[src/hdl/sobb_pkg.sv]
`timescale 1ns / 1ps
`default_nettype none

package sobb_pkg;

   // Shape kind codes carried on the kind fields.
   localparam logic KIND_CIRCLE = 1'b0;
   localparam logic KIND_RECT   = 1'b1;

   // The label is a fixed 16-bit running identifier.
   localparam int LABEL_BITS = 16;

   // Control group that travels with one transaction from the selection
   // stage into the squared-distance unit.
   typedef struct packed {
      logic valid;      // stage holds a live transaction
      logic pair_rect;  // both shapes are rectangles
      logic rect_hit;   // rectangle extents touch or intersect
      logic in_reach;   // both axis distances pass the coarse bound
      logic strict;     // circle pair: distance must be strictly below
   } sobb_ctl_type;

endpackage

`default_nettype wire

[src/hdl/sobb_dist.sv]
`timescale 1ns / 1ps
`default_nettype none

module sobb_dist #(
   parameter int COORD_BITS = 16
) (
   input  logic                      clock,
   input  logic                      reset,
   input  sobb_pkg::sobb_ctl_type    ctl_in,
   input  logic [COORD_BITS-1:0]     dx,
   input  logic [COORD_BITS-1:0]     dy,
   input  logic [COORD_BITS-1:0]     lim,
   output logic                      valid,
   output logic                      hit
);
   import sobb_pkg::*;

   localparam int SQ_BITS  = 2 * COORD_BITS;
   localparam int SUM_BITS = SQ_BITS + 1;

   sobb_ctl_type        ctl_ff;
   logic [SQ_BITS-1:0]  dx2_ff, dx2_in;
   logic [SQ_BITS-1:0]  dy2_ff, dy2_in;
   logic [SQ_BITS-1:0]  t2_ff, t2_in;
   logic [SUM_BITS-1:0] sum;
   logic [SUM_BITS-1:0] t2_ext;
   logic                dist_ok;

   // Three squarers, each registered before the sum.
   always_comb begin
      dx2_in = SQ_BITS'(dx) * SQ_BITS'(dx);
      dy2_in = SQ_BITS'(dy) * SQ_BITS'(dy);
      t2_in  = SQ_BITS'(lim) * SQ_BITS'(lim);
   end

   always_ff @(posedge clock) begin
      if (reset) begin
         ctl_ff <= '0;
      end else begin
         ctl_ff <= ctl_in;
      end
   end

   always_ff @(posedge clock) begin
      dx2_ff <= dx2_in;
      dy2_ff <= dy2_in;
      t2_ff  <= t2_in;
   end

   // Sum of squares against the squared limit; touching counts only for
   // a mixed pair.
   always_comb begin
      sum     = {1'b0, dx2_ff} + {1'b0, dy2_ff};
      t2_ext  = {1'b0, t2_ff};
      dist_ok = ctl_ff.strict ? (sum < t2_ext) : (sum <= t2_ext);
   end

   assign valid = ctl_ff.valid;
   assign hit   = ctl_ff.valid &
                  (ctl_ff.pair_rect ? ctl_ff.rect_hit : (ctl_ff.in_reach & dist_ok));

`ifndef ASSERT_OFF
   // A rectangle pair takes its verdict straight from the extent compare.
   a_rect_pass: assert property (@(posedge clock) disable iff (reset)
      ctl_in.valid && ctl_in.pair_rect |=> hit == $past(ctl_in.rect_hit))
      else $error("rectangle verdict lost in distance stage");

   // Two circles of zero total radius can never overlap.
   a_zero_radius: assert property (@(posedge clock) disable iff (reset)
      hit && ctl_ff.strict |-> t2_ff != '0)
      else $error("zero-radius circle pair reported overlap");

   // A circle center on the rectangle always counts as a hit.
   a_touch: assert property (@(posedge clock) disable iff (reset)
      ctl_ff.valid && !ctl_ff.pair_rect && !ctl_ff.strict && ctl_ff.in_reach &&
      dx2_ff == '0 && dy2_ff == '0 |-> hit)
      else $error("contained circle center not reported as overlap");
`endif

endmodule

`default_nettype wire

[src/hdl/shape_overlap_bounding_box.sv]
`timescale 1ns / 1ps
`default_nettype none

// Channel   Direction  Handshake            Payload
// request   in         start, busy          req_a_*, req_b_*, req_label
// response  out        rsp_valid (strobe)   rsp_overlap, rsp_box_*
//
// One transaction can be taken in every clock cycle; busy is high only
// during reset and the cycle after it.
// The result strobes on rsp_valid once the transaction has passed the registered
// stages in order: extents, selection, squaring, and the output register.
// The squarers set the depth of the third stage.
// Reset is synchronous and active high and empties every stage.
// The receiver cannot stall, so the pipeline never holds.

module shape_overlap_bounding_box #(
   parameter int COORD_BITS = 16
) (
   input  logic                              clock,
   input  logic                              reset,
   input  logic                              start,
   output logic                              busy,
   input  logic                              req_a_kind,
   input  logic signed [COORD_BITS-1:0]      req_a_x,
   input  logic signed [COORD_BITS-1:0]      req_a_y,
   input  logic [COORD_BITS-2:0]             req_a_size_w,
   input  logic [COORD_BITS-2:0]             req_a_size_h,
   input  logic                              req_b_kind,
   input  logic signed [COORD_BITS-1:0]      req_b_x,
   input  logic signed [COORD_BITS-1:0]      req_b_y,
   input  logic [COORD_BITS-2:0]             req_b_size_w,
   input  logic [COORD_BITS-2:0]             req_b_size_h,
   input  logic [sobb_pkg::LABEL_BITS-1:0]   req_label,
   output logic                              rsp_valid,
   output logic                              rsp_overlap,
   output logic signed [COORD_BITS:0]        rsp_box_x,
   output logic signed [COORD_BITS:0]        rsp_box_y,
   output logic [COORD_BITS+1:0]             rsp_box_w,
   output logic [COORD_BITS+1:0]             rsp_box_h,
   output logic [sobb_pkg::LABEL_BITS-1:0]   rsp_box_label
);
   import sobb_pkg::*;

   localparam int C = COORD_BITS;
   localparam int S = COORD_BITS - 1;
   localparam int P = COORD_BITS + 1;
   localparam int L = COORD_BITS + 2;

   // ---------------------------------------------------------------
   // Accept control.
   logic busy_ff;

   always_ff @(posedge clock) begin
      if (reset) begin
         busy_ff <= 1'b1;
      end else begin
         busy_ff <= 1'b0;
      end
   end

   assign busy = busy_ff;

   // ---------------------------------------------------------------
   // Stage 1: extents of both shapes and the radius sum.
   logic                    kind_w [2];
   logic signed [C-1:0]     x_w    [2];
   logic signed [C-1:0]     y_w    [2];
   logic [S-1:0]            w_w    [2];
   logic [S-1:0]            h_w    [2];

   logic                    s1_valid_ff, s1_valid_in;
   logic                    s1_kind_ff [2];
   logic signed [C-1:0]     s1_cx_ff   [2];
   logic signed [C-1:0]     s1_cy_ff   [2];
   logic [S-1:0]            s1_rad_ff  [2];
   logic signed [P-1:0]     s1_lx_ff [2], s1_lx_in [2];
   logic signed [P-1:0]     s1_ly_ff [2], s1_ly_in [2];
   logic signed [P-1:0]     s1_hx_ff [2], s1_hx_in [2];
   logic signed [P-1:0]     s1_hy_ff [2], s1_hy_in [2];
   logic [C-1:0]            s1_rs_ff, s1_rs_in;
   logic [LABEL_BITS-1:0]   s1_label_ff;

   always_comb begin
      kind_w[0] = req_a_kind;
      x_w[0]    = req_a_x;
      y_w[0]    = req_a_y;
      w_w[0]    = req_a_size_w;
      h_w[0]    = req_a_size_h;
      kind_w[1] = req_b_kind;
      x_w[1]    = req_b_x;
      y_w[1]    = req_b_y;
      w_w[1]    = req_b_size_w;
      h_w[1]    = req_b_size_h;
   end

   // A circle spans center plus and minus radius; a rectangle spans its
   // corner plus width and height.
   always_comb begin
      logic signed [P-1:0] xp;
      logic signed [P-1:0] yp;
      logic signed [P-1:0] wp;
      logic signed [P-1:0] hp;
      for (int i = 0; i < 2; i++) begin
         xp = {x_w[i][C-1], x_w[i]};
         yp = {y_w[i][C-1], y_w[i]};
         wp = {2'b00, w_w[i]};
         hp = {2'b00, h_w[i]};
         if (kind_w[i] == KIND_RECT) begin
            s1_lx_in[i] = xp;
            s1_ly_in[i] = yp;
            s1_hx_in[i] = xp + wp;
            s1_hy_in[i] = yp + hp;
         end else begin
            s1_lx_in[i] = xp - wp;
            s1_ly_in[i] = yp - wp;
            s1_hx_in[i] = xp + wp;
            s1_hy_in[i] = yp + wp;
         end
      end
      s1_rs_in    = {1'b0, req_a_size_w} + {1'b0, req_b_size_w};
      s1_valid_in = start & ~busy_ff;
   end

   always_ff @(posedge clock) begin
      if (reset) begin
         s1_valid_ff <= 1'b0;
      end else begin
         s1_valid_ff <= s1_valid_in;
      end
   end

   always_ff @(posedge clock) begin
      for (int i = 0; i < 2; i++) begin
         s1_kind_ff[i] <= kind_w[i];
         s1_cx_ff[i]   <= x_w[i];
         s1_cy_ff[i]   <= y_w[i];
         s1_rad_ff[i]  <= w_w[i];
         s1_lx_ff[i]   <= s1_lx_in[i];
         s1_ly_ff[i]   <= s1_ly_in[i];
         s1_hx_ff[i]   <= s1_hx_in[i];
         s1_hy_ff[i]   <= s1_hy_in[i];
      end
      s1_rs_ff    <= s1_rs_in;
      s1_label_ff <= req_label;
   end

   // ---------------------------------------------------------------
   // Stage 2: pick the distance test, axis distances and the union box.
   sobb_ctl_type            s2_ctl_ff, s2_ctl_in;
   logic [C-1:0]            s2_dx_ff, s2_dx_in;
   logic [C-1:0]            s2_dy_ff, s2_dy_in;
   logic [C-1:0]            s2_lim_ff, s2_lim_in;
   logic signed [P-1:0]     s2_lx_ff, s2_lx_in;
   logic signed [P-1:0]     s2_ly_ff, s2_ly_in;
   logic signed [P-1:0]     s2_hx_ff, s2_hx_in;
   logic signed [P-1:0]     s2_hy_ff, s2_hy_in;
   logic [LABEL_BITS-1:0]   s2_label_ff;

   always_comb begin
      logic signed [P-1:0] ddx;
      logic signed [P-1:0] ddy;
      logic signed [P-1:0] adx;
      logic signed [P-1:0] ady;
      logic signed [P-1:0] ccx;
      logic signed [P-1:0] ccy;
      logic signed [P-1:0] gx;
      logic signed [P-1:0] gy;
      logic [C-1:0]        rad;
      logic                both_rect;
      logic                both_circ;
      logic                ci;
      logic                qi;

      both_rect = (s1_kind_ff[0] == KIND_RECT) && (s1_kind_ff[1] == KIND_RECT);
      both_circ = (s1_kind_ff[0] == KIND_CIRCLE) && (s1_kind_ff[1] == KIND_CIRCLE);
      // In a mixed pair, ci points at the circle and qi at the rectangle.
      ci = (s1_kind_ff[0] == KIND_RECT);
      qi = ~ci;

      // Circle pair: absolute center differences.
      ddx = {s1_cx_ff[0][C-1], s1_cx_ff[0]} - {s1_cx_ff[1][C-1], s1_cx_ff[1]};
      ddy = {s1_cy_ff[0][C-1], s1_cy_ff[0]} - {s1_cy_ff[1][C-1], s1_cy_ff[1]};
      adx = ddx[P-1] ? -ddx : ddx;
      ady = ddy[P-1] ? -ddy : ddy;

      // Mixed pair: gap from the circle center to the rectangle on each axis.
      ccx = {s1_cx_ff[ci][C-1], s1_cx_ff[ci]};
      ccy = {s1_cy_ff[ci][C-1], s1_cy_ff[ci]};
      if (ccx < s1_lx_ff[qi]) begin
         gx = s1_lx_ff[qi] - ccx;
      end else if (ccx > s1_hx_ff[qi]) begin
         gx = ccx - s1_hx_ff[qi];
      end else begin
         gx = '0;
      end
      if (ccy < s1_ly_ff[qi]) begin
         gy = s1_ly_ff[qi] - ccy;
      end else if (ccy > s1_hy_ff[qi]) begin
         gy = ccy - s1_hy_ff[qi];
      end else begin
         gy = '0;
      end
      rad = {1'b0, s1_rad_ff[ci]};

      s2_ctl_in.valid     = s1_valid_ff;
      s2_ctl_in.pair_rect = both_rect;
      s2_ctl_in.rect_hit  = (s1_hx_ff[0] >= s1_lx_ff[1]) && (s1_hx_ff[1] >= s1_lx_ff[0]) &&
                            (s1_hy_ff[0] >= s1_ly_ff[1]) && (s1_hy_ff[1] >= s1_ly_ff[0]);
      s2_ctl_in.strict    = both_circ;
      if (both_circ) begin
         s2_dx_in           = adx[C-1:0];
         s2_dy_in           = ady[C-1:0];
         s2_lim_in          = s1_rs_ff;
         s2_ctl_in.in_reach = (adx[C-1:0] < s1_rs_ff) && (ady[C-1:0] < s1_rs_ff);
      end else begin
         s2_dx_in           = gx[C-1:0];
         s2_dy_in           = gy[C-1:0];
         s2_lim_in          = rad;
         s2_ctl_in.in_reach = (gx[C-1:0] <= rad) && (gy[C-1:0] <= rad);
      end

      // Union bounding box.
      s2_lx_in = (s1_lx_ff[0] < s1_lx_ff[1]) ? s1_lx_ff[0] : s1_lx_ff[1];
      s2_ly_in = (s1_ly_ff[0] < s1_ly_ff[1]) ? s1_ly_ff[0] : s1_ly_ff[1];
      s2_hx_in = (s1_hx_ff[0] > s1_hx_ff[1]) ? s1_hx_ff[0] : s1_hx_ff[1];
      s2_hy_in = (s1_hy_ff[0] > s1_hy_ff[1]) ? s1_hy_ff[0] : s1_hy_ff[1];
   end

   always_ff @(posedge clock) begin
      if (reset) begin
         s2_ctl_ff <= '0;
      end else begin
         s2_ctl_ff <= s2_ctl_in;
      end
   end

   always_ff @(posedge clock) begin
      s2_dx_ff    <= s2_dx_in;
      s2_dy_ff    <= s2_dy_in;
      s2_lim_ff   <= s2_lim_in;
      s2_lx_ff    <= s2_lx_in;
      s2_ly_ff    <= s2_ly_in;
      s2_hx_ff    <= s2_hx_in;
      s2_hy_ff    <= s2_hy_in;
      s2_label_ff <= s1_label_ff;
   end

   // ---------------------------------------------------------------
   // Stage 3: squares in the distance unit, box size and label in parallel.
   logic                    dist_valid;
   logic                    dist_hit;
   logic signed [P-1:0]     s3_box_x_ff;
   logic signed [P-1:0]     s3_box_y_ff;
   logic [L-1:0]            s3_box_w_ff, s3_box_w_in;
   logic [L-1:0]            s3_box_h_ff, s3_box_h_in;
   logic [LABEL_BITS-1:0]   s3_label_ff, s3_label_in;

   sobb_dist #(
      .COORD_BITS (COORD_BITS)
   ) u_dist (
      .clock  (clock),
      .reset  (reset),
      .ctl_in (s2_ctl_ff),
      .dx     (s2_dx_ff),
      .dy     (s2_dy_ff),
      .lim    (s2_lim_ff),
      .valid  (dist_valid),
      .hit    (dist_hit)
   );

   always_comb begin
      s3_box_w_in = {s2_hx_ff[P-1], s2_hx_ff} - {s2_lx_ff[P-1], s2_lx_ff};
      s3_box_h_in = {s2_hy_ff[P-1], s2_hy_ff} - {s2_ly_ff[P-1], s2_ly_ff};
      s3_label_in = s2_label_ff + LABEL_BITS'(1);
   end

   always_ff @(posedge clock) begin
      s3_box_x_ff <= s2_lx_ff;
      s3_box_y_ff <= s2_ly_ff;
      s3_box_w_ff <= s3_box_w_in;
      s3_box_h_ff <= s3_box_h_in;
      s3_label_ff <= s3_label_in;
   end

   // ---------------------------------------------------------------
   // Output register: box fields read zero when the shapes are apart.
   logic                    rsp_valid_ff;
   logic                    rsp_overlap_ff;
   logic signed [P-1:0]     rsp_box_x_ff, rsp_box_x_in;
   logic signed [P-1:0]     rsp_box_y_ff, rsp_box_y_in;
   logic [L-1:0]            rsp_box_w_ff, rsp_box_w_in;
   logic [L-1:0]            rsp_box_h_ff, rsp_box_h_in;
   logic [LABEL_BITS-1:0]   rsp_box_label_ff, rsp_box_label_in;

   always_comb begin
      rsp_box_x_in     = dist_hit ? s3_box_x_ff : '0;
      rsp_box_y_in     = dist_hit ? s3_box_y_ff : '0;
      rsp_box_w_in     = dist_hit ? s3_box_w_ff : '0;
      rsp_box_h_in     = dist_hit ? s3_box_h_ff : '0;
      rsp_box_label_in = dist_hit ? s3_label_ff : '0;
   end

   always_ff @(posedge clock) begin
      if (reset) begin
         rsp_valid_ff     <= 1'b0;
         rsp_overlap_ff   <= 1'b0;
         rsp_box_x_ff     <= '0;
         rsp_box_y_ff     <= '0;
         rsp_box_w_ff     <= '0;
         rsp_box_h_ff     <= '0;
         rsp_box_label_ff <= '0;
      end else begin
         rsp_valid_ff     <= dist_valid;
         rsp_overlap_ff   <= dist_hit;
         rsp_box_x_ff     <= rsp_box_x_in;
         rsp_box_y_ff     <= rsp_box_y_in;
         rsp_box_w_ff     <= rsp_box_w_in;
         rsp_box_h_ff     <= rsp_box_h_in;
         rsp_box_label_ff <= rsp_box_label_in;
      end
   end

   assign rsp_valid     = rsp_valid_ff;
   assign rsp_overlap   = rsp_overlap_ff;
   assign rsp_box_x     = rsp_box_x_ff;
   assign rsp_box_y     = rsp_box_y_ff;
   assign rsp_box_w     = rsp_box_w_ff;
   assign rsp_box_h     = rsp_box_h_ff;
   assign rsp_box_label = rsp_box_label_ff;

`ifndef ASSERT_OFF
   // Every accepted transaction produces its strobe on rsp_valid.
   a_latency: assert property (@(posedge clock) disable iff (reset)
      start && !busy |-> ##4 rsp_valid)
      else $error("accepted transaction did not complete in four cycles");

   // An overlap is only reported on a strobed result.
   a_overlap_strobed: assert property (@(posedge clock) disable iff (reset)
      rsp_overlap |-> rsp_valid)
      else $error("overlap reported without result strobe");

   // Results with no overlap carry an all-zero box.
   a_zero_box: assert property (@(posedge clock) disable iff (reset)
      !rsp_overlap |-> rsp_box_x == '0 && rsp_box_y == '0 && rsp_box_w == '0 &&
                       rsp_box_h == '0 && rsp_box_label == '0)
      else $error("box fields not cleared for a miss");

   // The box label is the request label plus one, kept aligned with the data.
   a_label: assert property (@(posedge clock) disable iff (reset)
      rsp_overlap |-> rsp_box_label == LABEL_BITS'($past(req_label, 4) + LABEL_BITS'(1)))
      else $error("box label out of step with its request");
`endif

endmodule

`default_nettype wire
[config.mk]
export PLATFORM = sky130hd
export DESIGN_NAME = shape_overlap_bounding_box
export DESIGN_NICKNAME = d
export VERILOG_FILES = /design/src/hdl/sobb_pkg.sv /design/src/hdl/sobb_dist.sv /design/src/hdl/shape_overlap_bounding_box.sv
export SDC_FILE = /design/constraint.sdc
export NUM_CORES = 2
export LEC_CHECK = 0
export BUFFER_PORTS_ARGS = -buffer_cell sky130_fd_sc_hd__buf_2
export CAP_MARGIN = 5
export CORE_AREA = 2 2 343 345
export DETAILED_ROUTE_END_ITERATION = 12
export DIE_AREA = 0 0 345 347
export PLACE_DENSITY = 0.68
export SYNTH_ARGS = -nofsm -noshare
export SYNTH_HDL_FRONTEND = slang
export SYNTH_HIERARCHICAL = 1
export SYNTH_SLANG_ARGS = --single-unit
[constraint.sdc]
create_clock -name clock -period 7.6 [get_ports clock]
set_clock_uncertainty 0.05 [all_clocks]
set_input_delay 0 -clock clock [delete_from_list [all_inputs] [get_ports clock]]
set_output_delay 0 -clock clock [all_outputs]
set_load 0.02 [all_outputs]
* Yosys cells after proc, flatten, opt, wreduce, memory -nomap -nowiden
Memory sizes are Yosys's and may differ from the RTL's. Index checks and enable logic that the tools add are counted.
Word-level totals: bits of input ports 145, memory bits (writable) 232, register bits after elaboration 446, memories 8
Cells by class: $add $sub $neg 23, multiply operators 3, reduce and logical (&&, ||, !) cells 8, bitwise gates (word level) 7, multiplexer cells 23, $lt $le $gt $ge 18
Memory list:
- s1_hx_ff | words 2, bits a word 17, rd ports 3, clocked after memory_dff 0, wr ports 2, RTL line shape_overlap_bounding_box.sv:78 | logic signed [P-1:0] s1_hx_ff [2], s1_hx_in [2];
- s1_hy_ff | words 2, bits a word 17, rd ports 3, clocked after memory_dff 0, wr ports 2, RTL line shape_overlap_bounding_box.sv:79 | logic signed [P-1:0] s1_hy_ff [2], s1_hy_in [2];
- s1_lx_ff | words 2, bits a word 17, rd ports 3, clocked after memory_dff 0, wr ports 2, RTL line shape_overlap_bounding_box.sv:76 | logic signed [P-1:0] s1_lx_ff [2], s1_lx_in [2];
- s1_ly_ff | words 2, bits a word 17, rd ports 3, clocked after memory_dff 0, wr ports 2, RTL line shape_overlap_bounding_box.sv:77 | logic signed [P-1:0] s1_ly_ff [2], s1_ly_in [2];
- s1_cx_ff | words 2, bits a word 16, rd ports 3, clocked after memory_dff 0, wr ports 2, RTL line shape_overlap_bounding_box.sv:73 | logic signed [C-1:0] s1_cx_ff [2];
- s1_cy_ff | words 2, bits a word 16, rd ports 3, clocked after memory_dff 0, wr ports 2, RTL line shape_overlap_bounding_box.sv:74 | logic signed [C-1:0] s1_cy_ff [2];
- +2 memories
Operator list (number):
- $mux W17 | 10
- $mux W16 | 8
- $add A16 B16 Y17 | 6
- $sub A16 B16 Y17 | 6
- $mul A16 B16 Y32 | 3
- $ge A17 B17 Y1 | 4
- $sub A16 B16 Y16 | 4
- $sub A17 B17 Y18 | 2
- $gt A16 B17 Y1 | 2
- $gt A17 B17 Y1 | 2
- $lt A16 B17 Y1 | 2
- $lt A17 B17 Y1 | 2
- $add A32 B32 Y33 | 1
- $le A33 B32 Y1 | 1
- $lt A33 B32 Y1 | 1
- $le A16 B15 Y1 | 2
- $lt A16 B16 Y1 | 2
- $neg A16 Y16 | 2
- $add A15 B15 Y16 | 1
- $add A16 B1 Y16 const B | 1
- $mux W15 | 1
- $logic_and A1 B1 Y1 | 7
- $mux W1 | 4
- $not A1 Y1 | 4
- 2 further kinds | 4

* Logic depth before layout (Yosys ltp)
An unclocked memory read counts as a cell.
word-level depth 9, depth in mapped cells 26

* By module
The synthesis kept the hierarchy.
Modules (own cells, without submodules):
- shape_overlap_bounding_box | cells each 3949, area each 35141.2 um^2, instances 1
- sobb_dist | cells each 2877, area each 25886.1 um^2, instances 1

* Worst setup path before layout
OpenSTA, ideal clock, no wires.
path kind reg2reg, from register s2_dy_ff[1], to register u_dist.dy2_ff[31], slack 1.566 ns, data arrival time 5.912 ns, cell stages (with the launch flop) 23, required time 7.478 ns, cell sequence dfxtp_1 > clkbuf_1 > clkbuf_1 > nand2_1 > fa_1 > fa_1 > inv_1 > fa_1 > fa_1 > fa_1 > inv_1 > fa_1 > inv_1 > ha_1 > and3_1 > a221oi_2 > o2bb2ai_1 > o31ai_2 > o21ai_1 > o41a_1 > a21o_1 > a21oi_2 > xnor2_1
Between the ends: longest elaborated chain between the ends 1
Ends and longest elaborated chain:
- from (decl) | RTL line shape_overlap_bounding_box.sv:151 | logic [C-1:0] s2_dy_ff, s2_dy_in;
- from (signal assigned) | RTL line shape_overlap_bounding_box.sv:239 | s2_dy_ff <= s2_dy_in;
- $mul A16 B16 Y32 | RTL line sobb_dist.sv:32 | dy2_in = SQ_BITS'(dy) * SQ_BITS'(dy);
- net u_dist.dy2_in[31] | RTL line sobb_dist.sv:23 | logic [SQ_BITS-1:0] dy2_ff, dy2_in;
- to (signal assigned) | RTL line sobb_dist.sv:46 | dy2_ff <= dy2_in;
- to (decl) | RTL line sobb_dist.sv:23
The timed path passes the listed nets, and every way through them passes these cells. A chain may end at the register's enable or synchronous reset.

* Final worst setup path
from register s2_lim_ff[3], to register u_dist.t2_ff[31]
Between the ends: longest elaborated chain between the ends 1
Ends and longest elaborated chain:
- from (decl) | RTL line shape_overlap_bounding_box.sv:152 | logic [C-1:0] s2_lim_ff, s2_lim_in;
- from (signal assigned) | RTL line shape_overlap_bounding_box.sv:240 | s2_lim_ff <= s2_lim_in;
- $mul A16 B16 Y32 | RTL line sobb_dist.sv:33 | t2_in = SQ_BITS'(lim) * SQ_BITS'(lim);
- net u_dist.t2_in[31] | RTL line sobb_dist.sv:24 | logic [SQ_BITS-1:0] t2_ff, t2_in;
- to (signal assigned) | RTL line sobb_dist.sv:47 | t2_ff <= t2_in;
- to (decl) | RTL line sobb_dist.sv:24
The timed path passes the listed nets, and every way through them passes these cells.

==> flow_summary.ini <==
[setup_path]
criticalPathCategory = reg2reg
cp_max_fo = 15
r2r_slack_ns = 0.97
critPathRequiredTime_ns = 8.09
worst_setup_path_end_kind = flip-flop
path_cells = inv_1 -> nor2_1 -> ha_1 -> xor2_1 -> fa_1 -> inv_1 -> fa_1 -> fa_1 -> fa_1 -> inv_1 -> fa_1 -> inv_1 -> ha_1 -> and4_1 -> and2_1 -> o221ai_2 -> a2111oi_2 -> o21ai_1 -> a21oi_2 -> a211o_1 -> a21oi_2 -> xnor2_1
crit_path_frequent_cell = fa_1
max_stage_delay_ns = 0.73
cp.arrival_ns = 7.12
cp-start-kind = flip-flop
reg2reg_to = u_dist/t2_ff[31]
slowest_stage = dfxtp_1
reg2reg_from = s2_lim_ff[3]
r2r_cells = 22

[place]
place_congestion = 0.960
numPortBuffers = 233
dp_slack_ns = 1.03
place_area_um2 = 63700
dp_hpwl_um = 140000

[timing]
max_freq_ghz = 0.151
slew_headroom_pct = 26.3
drv_slew = 0
post-route-period-util_pct = 87.3
finalSetupViolations = 0
worst_slew_pin_slew_ns = 1.11
tns_ns = 0
setup_slack_ns = 0.967
min_period_ns = 6.63
rsz0062_at_grt = no
hold_viol = 0

[global_routing]
grt_pass1_wl_um = 268000
grt_overflow = 0
antenna_found_initial = 10
grt_pass1_vias = 48500
grt_use_total_pct = 28.4
grt_max_degree = 99

[logic_synthesis]
yosys_warnings = 6
synth_fp_nets = 8337
yosys.cell_types.count = 97
syn_inst = 6826
synth_edf_count = 0
synth_top_area_cell = dfxtp_1
synth_area_leaders = dfxtp_1, ha_1, fa_1
synthArstFlopShare_pct = 0
avgSynthCellArea_um2 = 8.94
synth-seq-area-share_pct = 22.1
syn_area_um2 = 61000
synthFlopType = dfxtp_1
yosysTopAreaCellShare_pct = 22.1
synth_seq_cells = 675

[status]
status = completed

[final_layout]
layout-drive-gt1-share_pct = 7.27
fin_area_um2 = 68700
nets = 8730
syn_to_final_growth_pct = 12.5

[detailed_routing]
firstDrtPassIters = 7
drt_iter0_drc = 3583
num_vias = 49000
ant_nets = 0
avgRoutedWirePerCell_um = 19.6
drc_errors = 0
via_per_inst = 5.57
routed_wl_um = 173000

[floorplan]
die_h_um = 347
rows = 125
start_util_pct = 52.7
die_width_um = 345
ioPinCount = 234
core_area_um2 = 116000
dieArea_um2 = 120000

[clock_tree]
cts_resized = 0
clockBufferDepth = 3
hold_buffers = 231
clkSinkCount = 675
insertion_delay_ns = 0.70
cts.clk_slew.worst_paths_ns = 0.06
cts_made_buffers = 74
root_buffer = clkbuf_16
cts_tree = done
cts_setup_buffers = 0
h-tree-depth = 3

[worst_hold_path]
min_to = s1_cx_ff[0][5]
min_path_type = in2reg
min_from = req_a_x[5]
hold_path_depth = 2

[run]
max_cap_viol_count = 0
worst max-delay path: cells and delay by family (launching register included):
kind / cells / cell delay, ns
adder cells (fa/ha/maj): 7 / 3.12
AO/OA/AOI/OAI: 6 / 1.19
flip-flops: 1 / 0.73
AND/OR/NAND/NOR: 3 / 0.66
buffers and inverters: 4 / 0.40
XOR/XNOR: 2 / 0.31
cells in the final DEF (no fill, tap or decap), drive strengths merged, types with 17 or more instances in the layout:
cell / n
and3: 61
fa: 503
nor2b: 86
a31o: 17
ha: 863
or3: 30
a211o: 18
nand4: 57
a21boi: 17
dfxtp: 675
nand2: 524
o211ai: 73
o21ai: 257
buf: 258
a22o: 24
o21a: 111
xor2: 106
dlygate4sd3: 231
a21o: 149
clkinv: 19
nor4: 22
mux2: 66
nand3: 70
nand2b: 50
and2: 236
nor3: 83
inv: 1190
a211oi: 44
clkbuf: 92
xnor2: 243
o31ai: 37
a21oi: 312
o2111ai: 42
or2: 31
nor2: 286
mux2i: 91
o21bai: 39
nand3b: 43
a31oi: 51
area by class of cell:
type	count	area, um^2
sequential	675	13500
fill	10100	47100
timing repair buffer	489	3680
multi-input combinational	4795	42400
tap	1524	1910
clock buffer	92	2040
antenna	9	22.5
clock inverter	41	634
inverter	1184	4440
synthesized netlist by cell type, drive strengths merged (10+ instances only):
library cell / instances
nand3: 70
a22o: 24
and4: 10
nor2: 286
nor3: 83
o21ai: 257
or2: 31
o2111ai: 42
nand2: 524
nand4: 57
nor3b: 15
and2: 236
inv: 1184
fa: 503
a21o: 149
a2111oi: 12
a21oi: 312
o211ai: 73
nor4: 22
ha: 863
mux2i: 91
a211oi: 44
and3: 61
dfxtp: 675
a221oi: 11
xor2: 106
a21boi: 17
xnor2: 243
a211o: 18
nor2b: 86
o31ai: 37
a31o: 17
o21bai: 39
nand2b: 50
o21a: 111
buf: 24
a31oi: 51
mux2: 66
or3: 30
clkbuf: 148
nand3b: 43
sequential cells by signal, summed over array words and instances (netlist names), 17 cells and up:
register       count
rsp_box_y         17
s1_cy_ff          32
s2_hy_ff          17
s1_hy_ff          34
s1_hx_ff          34
u_dist/dx2_ff     31
s1_cx_ff          32
s1_lx_ff          34
u_dist/dy2_ff     31
rsp_box_w         18
s1_rad_ff         30
u_dist/t2_ff      31
s3_box_x_ff       17
s2_hx_ff          17
s3_box_h_ff       18
s2_ly_ff          17
rsp_box_h         18
s3_box_w_ff       18
s3_box_y_ff       17
rsp_box_x         17
s1_ly_ff          34
s2_lx_ff          17
through the flow:
| step | std cells | hold WS (ns) | utilization [%] |
|---|---|---|---|
| 2_1_floorplan | 6826 | -0.0223 | - |
| 3_3_place_gp | 8436 | 0.0526 | 55.0 |
| 3_5_place_dp | 8436 | 0.0540 | 55.0 |
| 4_1_cts | 8800 | 0.00176 | 59.3 |
| 5_1_grt | 8804 | 0.0146 | 59.3 |
| 6_report | 8809 | 0.0207 | 59.3 |
per-layer routing:
layer	GRT usage (%)	part of all wire [%]	wire (um)
met5	0	0.031	54
met4	11.1	4.2	7230
met3	3.62	6.0	10300
met2	47.9	47	80500
met1	37.2	43	74800
logic make-up after synthesis:
kind of cell,Yosys count,share of synthesized area (%)
DFF,675,22.1
buffers and inverters,1356,8.37
and+or+nand+nor,1620,13.3
xor gates and xnor gates,349,5.02
adders and majority gates,1366,34.2
muxes,157,2.71
AOI/OAI and AO/OA,1303,14.3
how the worst max path moves through the flow:
stage | start | endpoint | slack, ns | cells past startpoint
CTS | s2_lim_ff[2] | u_dist/t2_ff[31] | 0.95 | 22
finish | s2_lim_ff[3] | u_dist/t2_ff[31] | 0.97 | 22
detailed placement | s2_lim_ff[2] | u_dist/t2_ff[31] | 1.03 | 22
floorplan | s2_dy_ff[1] | u_dist/dy2_ff[31] | 1.57 | 22
global route | s2_lim_ff[2] | u_dist/t2_ff[31] | 0.61 | 22
global placement | s2_lim_ff[3] | u_dist/t2_ff[31] | 1.09 | 22
Power is left out: the tool's default activity adds up to more than one toggle a clock period on the data nets, which glitch-free logic cannot reach.
